## config.mk

```make
export PLATFORM = sky130hd
export DESIGN_NAME = cartridge_bank_mapper
export DESIGN_NICKNAME = d
export VERILOG_FILES = /design/src/sv/cbm_pkg.sv /design/src/sv/cbm_translate.sv /design/src/sv/cbm_bank_regs.sv /design/src/sv/cartridge_bank_mapper.sv
export VERILOG_INCLUDE_DIRS = /design/src /design/src/sv
export SDC_FILE = /design/constraint.sdc
export NUM_CORES = 1
export LEC_CHECK = 0
export ABC_CLOCK_PERIOD_IN_PS = 6600
export BUFFER_PORTS_ARGS = -buffer_cell sky130_fd_sc_hd__buf_2
export CAP_MARGIN = 20
export CORE_MARGIN = 3
export CORE_UTILIZATION = 33
export DETAILED_ROUTE_END_ITERATION = 6
export SYNTH_ARGS = -nofsm -noshare
export SYNTH_HDL_FRONTEND = slang
export SYNTH_HIERARCHICAL = 1
export SYNTH_SLANG_ARGS = --single-unit
```

## constraint.sdc

```tcl
create_clock -name clk -period 6.6 [get_ports clk]
set_input_delay 0.33 -clock clk [delete_from_list [all_inputs] [get_ports clk]]
set_output_delay 0.33 -clock clk [all_outputs]
set_load 0.1 [all_outputs]
```

## src/sv/assert_macros.svh

```systemverilog
// ----------------------------------------------------------------------------
// assert_macros.svh
// Shared concurrent assertion macros for the bank mapper RTL.
// ----------------------------------------------------------------------------
`ifndef ASSERT_MACROS_SVH
`define ASSERT_MACROS_SVH

// Checked on every rising edge outside of reset.
`define ASSERT_SYNC(lbl, clk, rst_n, prop, msg) \
  lbl: assert property (@(posedge clk) disable iff (!rst_n) prop) else $error(msg);

// Checked on every rising edge, reset included.
`define ASSERT_ALWAYS(lbl, clk, prop, msg) \
  lbl: assert property (@(posedge clk) prop) else $error(msg);

`endif

```

## src/sv/cbm_pkg.sv

```systemverilog
// ----------------------------------------------------------------------------
// cbm_pkg
// Types, codes and constants shared by the cartridge bank mapper.
// ----------------------------------------------------------------------------
package cbm_pkg;

  // Default bank register widths
  localparam int ROM_BANK_BITS = 7;
  localparam int RAM_BANK_BITS = 2;

  // Port field widths
  localparam int ADDR_W   = 16;
  localparam int DATA_W   = 8;
  localparam int TARGET_W = 3;
  localparam int MAP_W    = 21;
  localparam int MTYPE_W  = 2;
  localparam int ROM_OUT_W = 7;
  localparam int RAM_OUT_W = 2;

  // Mapper codes
  localparam logic [MTYPE_W-1:0] MAPPER_NONE = 2'd0;
  localparam logic [MTYPE_W-1:0] MAPPER_MBC1 = 2'd1;
  localparam logic [MTYPE_W-1:0] MAPPER_MBC2 = 2'd2;

  // Target codes
  localparam logic [TARGET_W-1:0] TGT_BASE     = 3'd0;
  localparam logic [TARGET_W-1:0] TGT_ROM      = 3'd1;
  localparam logic [TARGET_W-1:0] TGT_EXT_RAM  = 3'd2;
  localparam logic [TARGET_W-1:0] TGT_BANK_REG = 3'd3;
  localparam logic [TARGET_W-1:0] TGT_RAM_DROP = 3'd4;

  // Bank register window select, address bits 14:13
  localparam logic [1:0] WIN_RAM_EN  = 2'd0;
  localparam logic [1:0] WIN_ROM_LO  = 2'd1;
  localparam logic [1:0] WIN_ROM_HI  = 2'd2;
  localparam logic [1:0] WIN_MODE    = 2'd3;

  // Data keys and masks
  localparam logic [3:0] RAM_EN_KEY  = 4'hA;
  localparam logic [3:0] RAM_DIS_KEY = 4'h0;
  localparam logic [7:0] ROM_LO_MASK = 8'd31;
  localparam logic [7:0] ROM_HI_MASK = 8'd224;

  // Restricted area, writes there are dropped
  localparam logic [ADDR_W-1:0] RESTRICT_LO = 16'hFEA0;
  localparam logic [ADDR_W-1:0] RESTRICT_HI = 16'hFEFF;

  // One bus access
  typedef struct packed {
    logic              is_write;
    logic [ADDR_W-1:0] address;
    logic [DATA_W-1:0] write_data;
  } req_t;

  // Bank register write command
  typedef struct packed {
    logic              en;
    logic [1:0]        win;
    logic [DATA_W-1:0] data;
  } bank_wr_t;

  // Translation result
  typedef struct packed {
    logic [TARGET_W-1:0] target;
    logic [MAP_W-1:0]    mapped;
    logic                stores;
  } res_t;

endpackage

```

## src/sv/cbm_translate.sv

```systemverilog
// ----------------------------------------------------------------------------
// cbm_translate
// Decodes one bus access into target, cartridge address, store flag and bank register command.
// ----------------------------------------------------------------------------
module cbm_translate #(
  parameter int ROM_BANK_BITS = cbm_pkg::ROM_BANK_BITS,
  parameter int RAM_BANK_BITS = cbm_pkg::RAM_BANK_BITS
) (
  input  cbm_pkg::req_t            req,
  input  logic [ROM_BANK_BITS-1:0] rom_bank,
  input  logic [RAM_BANK_BITS-1:0] ram_bank,
  input  logic                     ram_enable,
  output cbm_pkg::res_t            res,
  output cbm_pkg::bank_wr_t        bank_wr
);

  logic [15:0] rom_ext;
  logic [15:0] ram_ext;
  logic        in_rom_sw;
  logic        in_ext_ram;
  logic        in_bank_reg;
  logic        in_restrict;
  logic [cbm_pkg::MAP_W-1:0] rom_addr;
  logic [cbm_pkg::MAP_W-1:0] ram_addr;

  // Region decode
  assign in_rom_sw   = (req.address[15:14] == 2'b01);
  assign in_ext_ram  = (req.address[15:13] == 3'b101);
  assign in_bank_reg = !req.address[15];
  assign in_restrict = (req.address >= cbm_pkg::RESTRICT_LO) &&
                       (req.address <  cbm_pkg::RESTRICT_HI);

  // Bank times window size is a concatenation; upper bits wrap off
  assign rom_ext  = 16'(rom_bank);
  assign ram_ext  = 16'(ram_bank);
  assign rom_addr = {rom_ext[6:0], req.address[13:0]};
  assign ram_addr = {ram_ext[7:0], req.address[12:0]};

  always_comb begin
    res.target = cbm_pkg::TGT_BASE;
    res.mapped = cbm_pkg::MAP_W'(req.address);
    res.stores = 1'b0;
    if (!req.is_write) begin
      if (in_rom_sw) begin
        res.target = cbm_pkg::TGT_ROM;
        res.mapped = rom_addr;
      end else if (in_ext_ram) begin
        res.target = cbm_pkg::TGT_EXT_RAM;
        res.mapped = ram_addr;
      end
    end else begin
      if (in_bank_reg) begin
        res.target = cbm_pkg::TGT_BANK_REG;
      end else if (in_ext_ram) begin
        res.mapped = ram_addr;
        res.target = ram_enable ? cbm_pkg::TGT_EXT_RAM : cbm_pkg::TGT_RAM_DROP;
        res.stores = ram_enable;
      end else begin
        res.stores = !in_restrict;
      end
    end
  end

  // Bank register command
  assign bank_wr.en   = req.is_write && in_bank_reg;
  assign bank_wr.win  = req.address[14:13];
  assign bank_wr.data = req.write_data;

endmodule

```

## src/sv/cbm_bank_regs.sv

```systemverilog
// ----------------------------------------------------------------------------
// cbm_bank_regs
// Bank state registers and their update for MBC1 and MBC2 writes.
// ----------------------------------------------------------------------------
module cbm_bank_regs #(
  parameter int ROM_BANK_BITS = cbm_pkg::ROM_BANK_BITS,
  parameter int RAM_BANK_BITS = cbm_pkg::RAM_BANK_BITS
) (
  input  logic                          clk,
  input  logic                          rst_n,
  input  logic [cbm_pkg::MTYPE_W-1:0]   mapper_type,
  input  cbm_pkg::bank_wr_t             bank_wr,
  input  logic                          commit,
  output logic [ROM_BANK_BITS-1:0]      rom_bank,
  output logic [RAM_BANK_BITS-1:0]      ram_bank,
  output logic                          ram_enable,
  output logic [ROM_BANK_BITS-1:0]      rom_bank_nxt,
  output logic [RAM_BANK_BITS-1:0]      ram_bank_nxt,
  output logic                          ram_enable_nxt
);

  logic [ROM_BANK_BITS-1:0] rom_bank_r;
  logic [RAM_BANK_BITS-1:0] ram_bank_r;
  logic                     ram_enable_r;
  logic                     rom_mode_r;
  logic                     rom_mode_nxt;
  logic                     mbc1;
  logic                     mbc2;
  logic [7:0]               rom8;
  logic [7:0]               rom_lo8;
  logic [7:0]               rom_hi8;
  logic [7:0]               rom_m2_8;
  logic [7:0]               ram8;
  logic [ROM_BANK_BITS-1:0] rom_raw;
  logic                     rom_wr;

  assign mbc1 = (mapper_type == cbm_pkg::MAPPER_MBC1);
  assign mbc2 = (mapper_type == cbm_pkg::MAPPER_MBC2);

  // Candidate bank values, worked in bytes then cut to width
  assign rom8     = 8'(rom_bank_r);
  assign rom_lo8  = (rom8 & cbm_pkg::ROM_HI_MASK) | (bank_wr.data & cbm_pkg::ROM_LO_MASK);
  assign rom_hi8  = (rom8 & cbm_pkg::ROM_LO_MASK) | {1'b0, bank_wr.data[1:0], 5'b0};
  assign rom_m2_8 = {4'b0, bank_wr.data[3:0]};
  assign ram8     = {6'b0, bank_wr.data[1:0]};

  // Next state
  always_comb begin
    rom_raw        = rom_bank_r;
    rom_wr         = 1'b0;
    ram_bank_nxt   = ram_bank_r;
    ram_enable_nxt = ram_enable_r;
    rom_mode_nxt   = rom_mode_r;
    if (bank_wr.en && (mbc1 || mbc2)) begin
      case (bank_wr.win)
        cbm_pkg::WIN_RAM_EN: begin
          if (bank_wr.data[3:0] == cbm_pkg::RAM_EN_KEY) begin
            ram_enable_nxt = 1'b1;
          end else if (bank_wr.data[3:0] == cbm_pkg::RAM_DIS_KEY) begin
            ram_enable_nxt = 1'b0;
          end
        end
        cbm_pkg::WIN_ROM_LO: begin
          rom_wr  = 1'b1;
          rom_raw = mbc2 ? rom_m2_8[ROM_BANK_BITS-1:0] : rom_lo8[ROM_BANK_BITS-1:0];
        end
        cbm_pkg::WIN_ROM_HI: begin
          if (mbc1) begin
            if (rom_mode_r) begin
              rom_wr  = 1'b1;
              rom_raw = rom_hi8[ROM_BANK_BITS-1:0];
            end else begin
              ram_bank_nxt = ram8[RAM_BANK_BITS-1:0];
            end
          end
        end
        cbm_pkg::WIN_MODE: begin
          if (mbc1) begin
            rom_mode_nxt = !bank_wr.data[0];
            if (!bank_wr.data[0]) begin
              ram_bank_nxt = '0;
            end
          end
        end
        default: begin
          rom_raw = rom_bank_r;
        end
      endcase
    end
    // Bank zero reads as bank one
    if (rom_wr && (rom_raw == '0)) begin
      rom_bank_nxt = ROM_BANK_BITS'(1);
    end else begin
      rom_bank_nxt = rom_raw;
    end
  end

  // State registers
  always_ff @(posedge clk) begin
    if (!rst_n) begin
      rom_bank_r   <= ROM_BANK_BITS'(1);
      ram_bank_r   <= '0;
      ram_enable_r <= 1'b0;
      rom_mode_r   <= 1'b1;
    end else if (commit) begin
      rom_bank_r   <= rom_bank_nxt;
      ram_bank_r   <= ram_bank_nxt;
      ram_enable_r <= ram_enable_nxt;
      rom_mode_r   <= rom_mode_nxt;
    end
  end

  assign rom_bank   = rom_bank_r;
  assign ram_bank   = ram_bank_r;
  assign ram_enable = ram_enable_r;

endmodule

```

## src/sv/cartridge_bank_mapper.sv

```systemverilog
// Stages: input register, then result register, from input beat to result beat.
// Throughput: one beat per cycle unless out_ready stalls; the bank state updates as
//   each beat leaves the input register, so the next access sees it without a bubble.
// Reset (rst_n low, synchronous): both stages empty, mapper none, ROM bank 1,
//   RAM bank 0, RAM disabled, ROM banking mode.
// ----------------------------------------------------------------------------
// cartridge_bank_mapper
// Translates CPU bus accesses through an MBC1/MBC2 style bank controller.
// ----------------------------------------------------------------------------
`include "assert_macros.svh"

module cartridge_bank_mapper #(
  parameter int ROM_BANK_BITS = cbm_pkg::ROM_BANK_BITS,
  parameter int RAM_BANK_BITS = cbm_pkg::RAM_BANK_BITS
) (
  input  logic                            clk,
  input  logic                            rst_n,
  // configuration
  input  logic                            cfg_valid,
  output logic                            cfg_ready,
  input  logic [cbm_pkg::MTYPE_W-1:0]     cfg_data,
  // input channel
  input  logic                            in_valid,
  output logic                            in_ready,
  input  logic                            in_req_type,
  input  logic [cbm_pkg::ADDR_W-1:0]      in_address,
  input  logic [cbm_pkg::DATA_W-1:0]      in_write_data,
  // result channel
  output logic                            out_valid,
  input  logic                            out_ready,
  output logic [cbm_pkg::TARGET_W-1:0]    out_target,
  output logic [cbm_pkg::MAP_W-1:0]       out_mapped_address,
  output logic                            out_stores_data,
  output logic [cbm_pkg::ROM_OUT_W-1:0]   out_rom_bank_now,
  output logic [cbm_pkg::RAM_OUT_W-1:0]   out_ram_bank_now,
  output logic                            out_ram_enabled_now
);

  logic [cbm_pkg::MTYPE_W-1:0] mapper_type_r;
  logic                        s1_valid_r;
  cbm_pkg::req_t               s1_req_r;
  logic                        s1_adv;
  logic                        out_valid_r;
  cbm_pkg::res_t               out_res_r;
  logic [cbm_pkg::ROM_OUT_W-1:0] out_rom_r;
  logic [cbm_pkg::RAM_OUT_W-1:0] out_ram_r;
  logic                        out_ram_en_r;
  cbm_pkg::res_t               res;
  cbm_pkg::bank_wr_t           bank_wr;
  logic [ROM_BANK_BITS-1:0]    rom_bank;
  logic [RAM_BANK_BITS-1:0]    ram_bank;
  logic                        ram_enable;
  logic [ROM_BANK_BITS-1:0]    rom_bank_nxt;
  logic [RAM_BANK_BITS-1:0]    ram_bank_nxt;
  logic                        ram_enable_nxt;
  logic [15:0]                 rom_now_ext;
  logic [15:0]                 ram_now_ext;

  // Mapper type register
  assign cfg_ready = 1'b1;
  always_ff @(posedge clk) begin
    if (!rst_n) begin
      mapper_type_r <= cbm_pkg::MAPPER_NONE;
    end else if (cfg_valid) begin
      mapper_type_r <= cfg_data;
    end
  end

  // Stage handshake
  assign s1_adv   = s1_valid_r && (!out_valid_r || out_ready);
  assign in_ready = !s1_valid_r || s1_adv;

  // Input register
  always_ff @(posedge clk) begin
    if (!rst_n) begin
      s1_valid_r <= 1'b0;
    end else if (in_ready) begin
      s1_valid_r <= in_valid;
    end
  end

  always_ff @(posedge clk) begin
    if (in_ready && in_valid) begin
      s1_req_r.is_write   <= in_req_type;
      s1_req_r.address    <= in_address;
      s1_req_r.write_data <= in_write_data;
    end
  end

  cbm_translate #(
    .ROM_BANK_BITS (ROM_BANK_BITS),
    .RAM_BANK_BITS (RAM_BANK_BITS)
  ) u_translate (
    .req        (s1_req_r),
    .rom_bank   (rom_bank),
    .ram_bank   (ram_bank),
    .ram_enable (ram_enable),
    .res        (res),
    .bank_wr    (bank_wr)
  );

  cbm_bank_regs #(
    .ROM_BANK_BITS (ROM_BANK_BITS),
    .RAM_BANK_BITS (RAM_BANK_BITS)
  ) u_bank_regs (
    .clk            (clk),
    .rst_n          (rst_n),
    .mapper_type    (mapper_type_r),
    .bank_wr        (bank_wr),
    .commit         (s1_adv),
    .rom_bank       (rom_bank),
    .ram_bank       (ram_bank),
    .ram_enable     (ram_enable),
    .rom_bank_nxt   (rom_bank_nxt),
    .ram_bank_nxt   (ram_bank_nxt),
    .ram_enable_nxt (ram_enable_nxt)
  );

  // Reported banks are the state after the access
  assign rom_now_ext = 16'(rom_bank_nxt);
  assign ram_now_ext = 16'(ram_bank_nxt);

  // Result register
  always_ff @(posedge clk) begin
    if (!rst_n) begin
      out_valid_r <= 1'b0;
    end else if (s1_adv) begin
      out_valid_r <= 1'b1;
    end else if (out_ready) begin
      out_valid_r <= 1'b0;
    end
  end

  always_ff @(posedge clk) begin
    if (s1_adv) begin
      out_res_r    <= res;
      out_rom_r    <= rom_now_ext[cbm_pkg::ROM_OUT_W-1:0];
      out_ram_r    <= ram_now_ext[cbm_pkg::RAM_OUT_W-1:0];
      out_ram_en_r <= ram_enable_nxt;
    end
  end

  assign out_valid           = out_valid_r;
  assign out_target          = out_res_r.target;
  assign out_mapped_address  = out_res_r.mapped;
  assign out_stores_data     = out_res_r.stores;
  assign out_rom_bank_now    = out_rom_r;
  assign out_ram_bank_now    = out_ram_r;
  assign out_ram_enabled_now = out_ram_en_r;

  // Checks
  `ASSERT_SYNC(a_rom_bank_nonzero, clk, rst_n, rom_bank != '0, "ROM bank register reached zero")
  `ASSERT_SYNC(a_s1_holds, clk, rst_n, (s1_valid_r && out_valid_r && !out_ready) |=> s1_valid_r, "input stage lost a beat while result stalled")
  `ASSERT_SYNC(a_none_frozen, clk, rst_n, (s1_adv && (mapper_type_r == cbm_pkg::MAPPER_NONE)) |=> ($stable(rom_bank) && $stable(ram_bank) && $stable(ram_enable)), "bank state moved with no mapper")
  `ASSERT_ALWAYS(a_reset_state, clk, !rst_n |=> (!out_valid_r && !s1_valid_r && (rom_bank == ROM_BANK_BITS'(1))), "reset left the block busy or bank not one")

endmodule

```

==> results.yml <==
cts:
  cts_tree: "yes"
  cts.path.max_buffers: 2
  htreeDepth: 3
  clock_latency_ns: 0.34
  cts_setup_buffers: 0
  cts_root_buffer: "clkbuf_8"
  cts_buffers: 9
  hold_buffers: 0
  cts.sinks: 72
  post_cts_resized: 0
  clk_pin_slew_worst_paths_ns: 0.07
yosys:
  syn_area_per_cell_sq_um: 13.5
  synth.net_count: 267
  yosysWarnings: 6
  syn_inst: 228
  synth_area_sq_um: 3080
route:
  drtIter0Drc: 69
  wire_per_inst_microns: 14.7
  routed-via-count: 1878
  drc: 0
  dr.pass1.iters: 4
  wirelength_microns: 5790
  antenna_left: 0
  via_per_inst: 4.75
setup_path:
  crit_required_ns: 6.86
  cp-end-kind: "flip-flop"
  path_max_fanout: 8
  worst_ep_arrival_time_ns: 2.51
  rrSetupSlack_ns: 4.36
  startpoint_type: "flip-flop"
  path_class: "flip-flop to flip-flop"
timing:
  hold_slack_ns: 0.167
  finalCritPeriodShare_pct: 34.0
  worst_pin_slew_ns: 0.615
  rsz0062_at_grt: "no"
  fmaxAchievable_mhz: 446
  drv_slew: 0
  relSlewSlack_pct: 59.0
  fin_crit_ns: 2.24
  fin_worst_skew_ns: 0.00831
  hold_violations: 0
  finalSetupViolations: 0
  setup-tns-final_ns: 0
grt:
  grt_usage_pct: 11.3
  antenna_found_initial: 0
  grt_pass1_wl_microns: 8910
  grt_pass1_vias: 1813
  grt_start_max_net_pins: 51
  overflow: 0
run_status:
  status: "completed"
die:
  fp.coreArea_sq_um: 8890
  dieArea_sq_um: 10500
  placementRows: 34
  dieWidth_microns: 103
  num_io_pins: 70
  start_util_pct: 34.7
  die_h_microns: 103
layout:
  stdcell_area_sq_um: 3560
  final_common_cell: "buf_2"
  final_nets: 321
  drive_above_1_share_pct: 32.8
  area_growth_pct: 15.3
  diodes: 0
  layout_common_cells: "buf_2, edfxtp_1, dfxtp_1"
place:
  hpwl_microns: 4080
  io_buffers: 65
  gp_congestion: 0.829
  detailed_place.area_sq_um: 3390
power:
  p_leak_nw: 1.43
  power_per_cell_area_nw_per_um2: 271
  peakVddDrop_mv: 0.0804
job:
  drv_cap: 0
worst_hold_path:
  hp-class: "input port to flip-flop"
[registers in the layout (all words and copies together), names as in the netlist, 2 cells and up]
register	cells
out_mapped_address	21
mapper_type_r	2
u_bank_regs/rom_bank	7
s1_req_r	22
out_rom_bank_now	7
u_bank_regs/ram_bank	2
out_target	3
out_ram_bank_now	2
[layout make-up]
type | count | area, sq um
Clock buffer | 9 | 124
Inverter | 13 | 48.8
Clock inverter | 7 | 38.8
Timing Repair Buffer | 67 | 340
Fill cell | 867 | 5330
Multi-Input combinational cell | 119 | 858
Tap cell | 108 | 135
Sequential cell | 72 | 2010
[path summary, 6_finish.rpt]
check                 from                      end  cells past startpoint
max           s1_req_r[21]  u_bank_regs/rom_bank[0]                      7
min          in_address[9]             s1_req_r[17]                      1
max reg2reg   s1_req_r[21]  u_bank_regs/rom_bank[0]                      7
min reg2reg   s1_req_r[16]    out_mapped_address[8]                      0
[power breakdown]
| group | total, mW | internal (mW) | switching [mW] |
|---|---|---|---|
| Clock | 0.288 | 0.132 | 0.155 |
| Combinational | 0.146 | 0.0317 | 0.115 |
| Sequential | 0.531 | 0.516 | 0.0148 |
[critical path: stages, from the launching register on]
cell and delay (ns):
edfxtp_1 0.53, inv_1 0.13, ha_1 0.31, nand4bb_1 0.35, a32o_2 0.33, a211oi_2 0.20, nand3_1 0.13, a41oi_2 0.20
[metal layers]
metal	global-route usage (%)	vias to the layer above	wire (microns)
met5	0	-	0
met4	5.15	0	60
met3	3.59	5	288
met2	18.5	38	2800
met1	13.7	907	2640
li1	-	928	-
[through the flow]
stage	total power [mW]	worst slack [ns]	utilization [%]	std cells
finish	0.965	4.36	40.0	395
global route	1.01	4.16	40.0	395
CTS	0.975	4.35	40.0	395
detailed placement	0.688	4.36	38.2	379
global placement	0.686	4.35	38.2	379
floorplan	0.664	2.97	-	228
No activity file was read; power rests on OpenSTA's default activity.
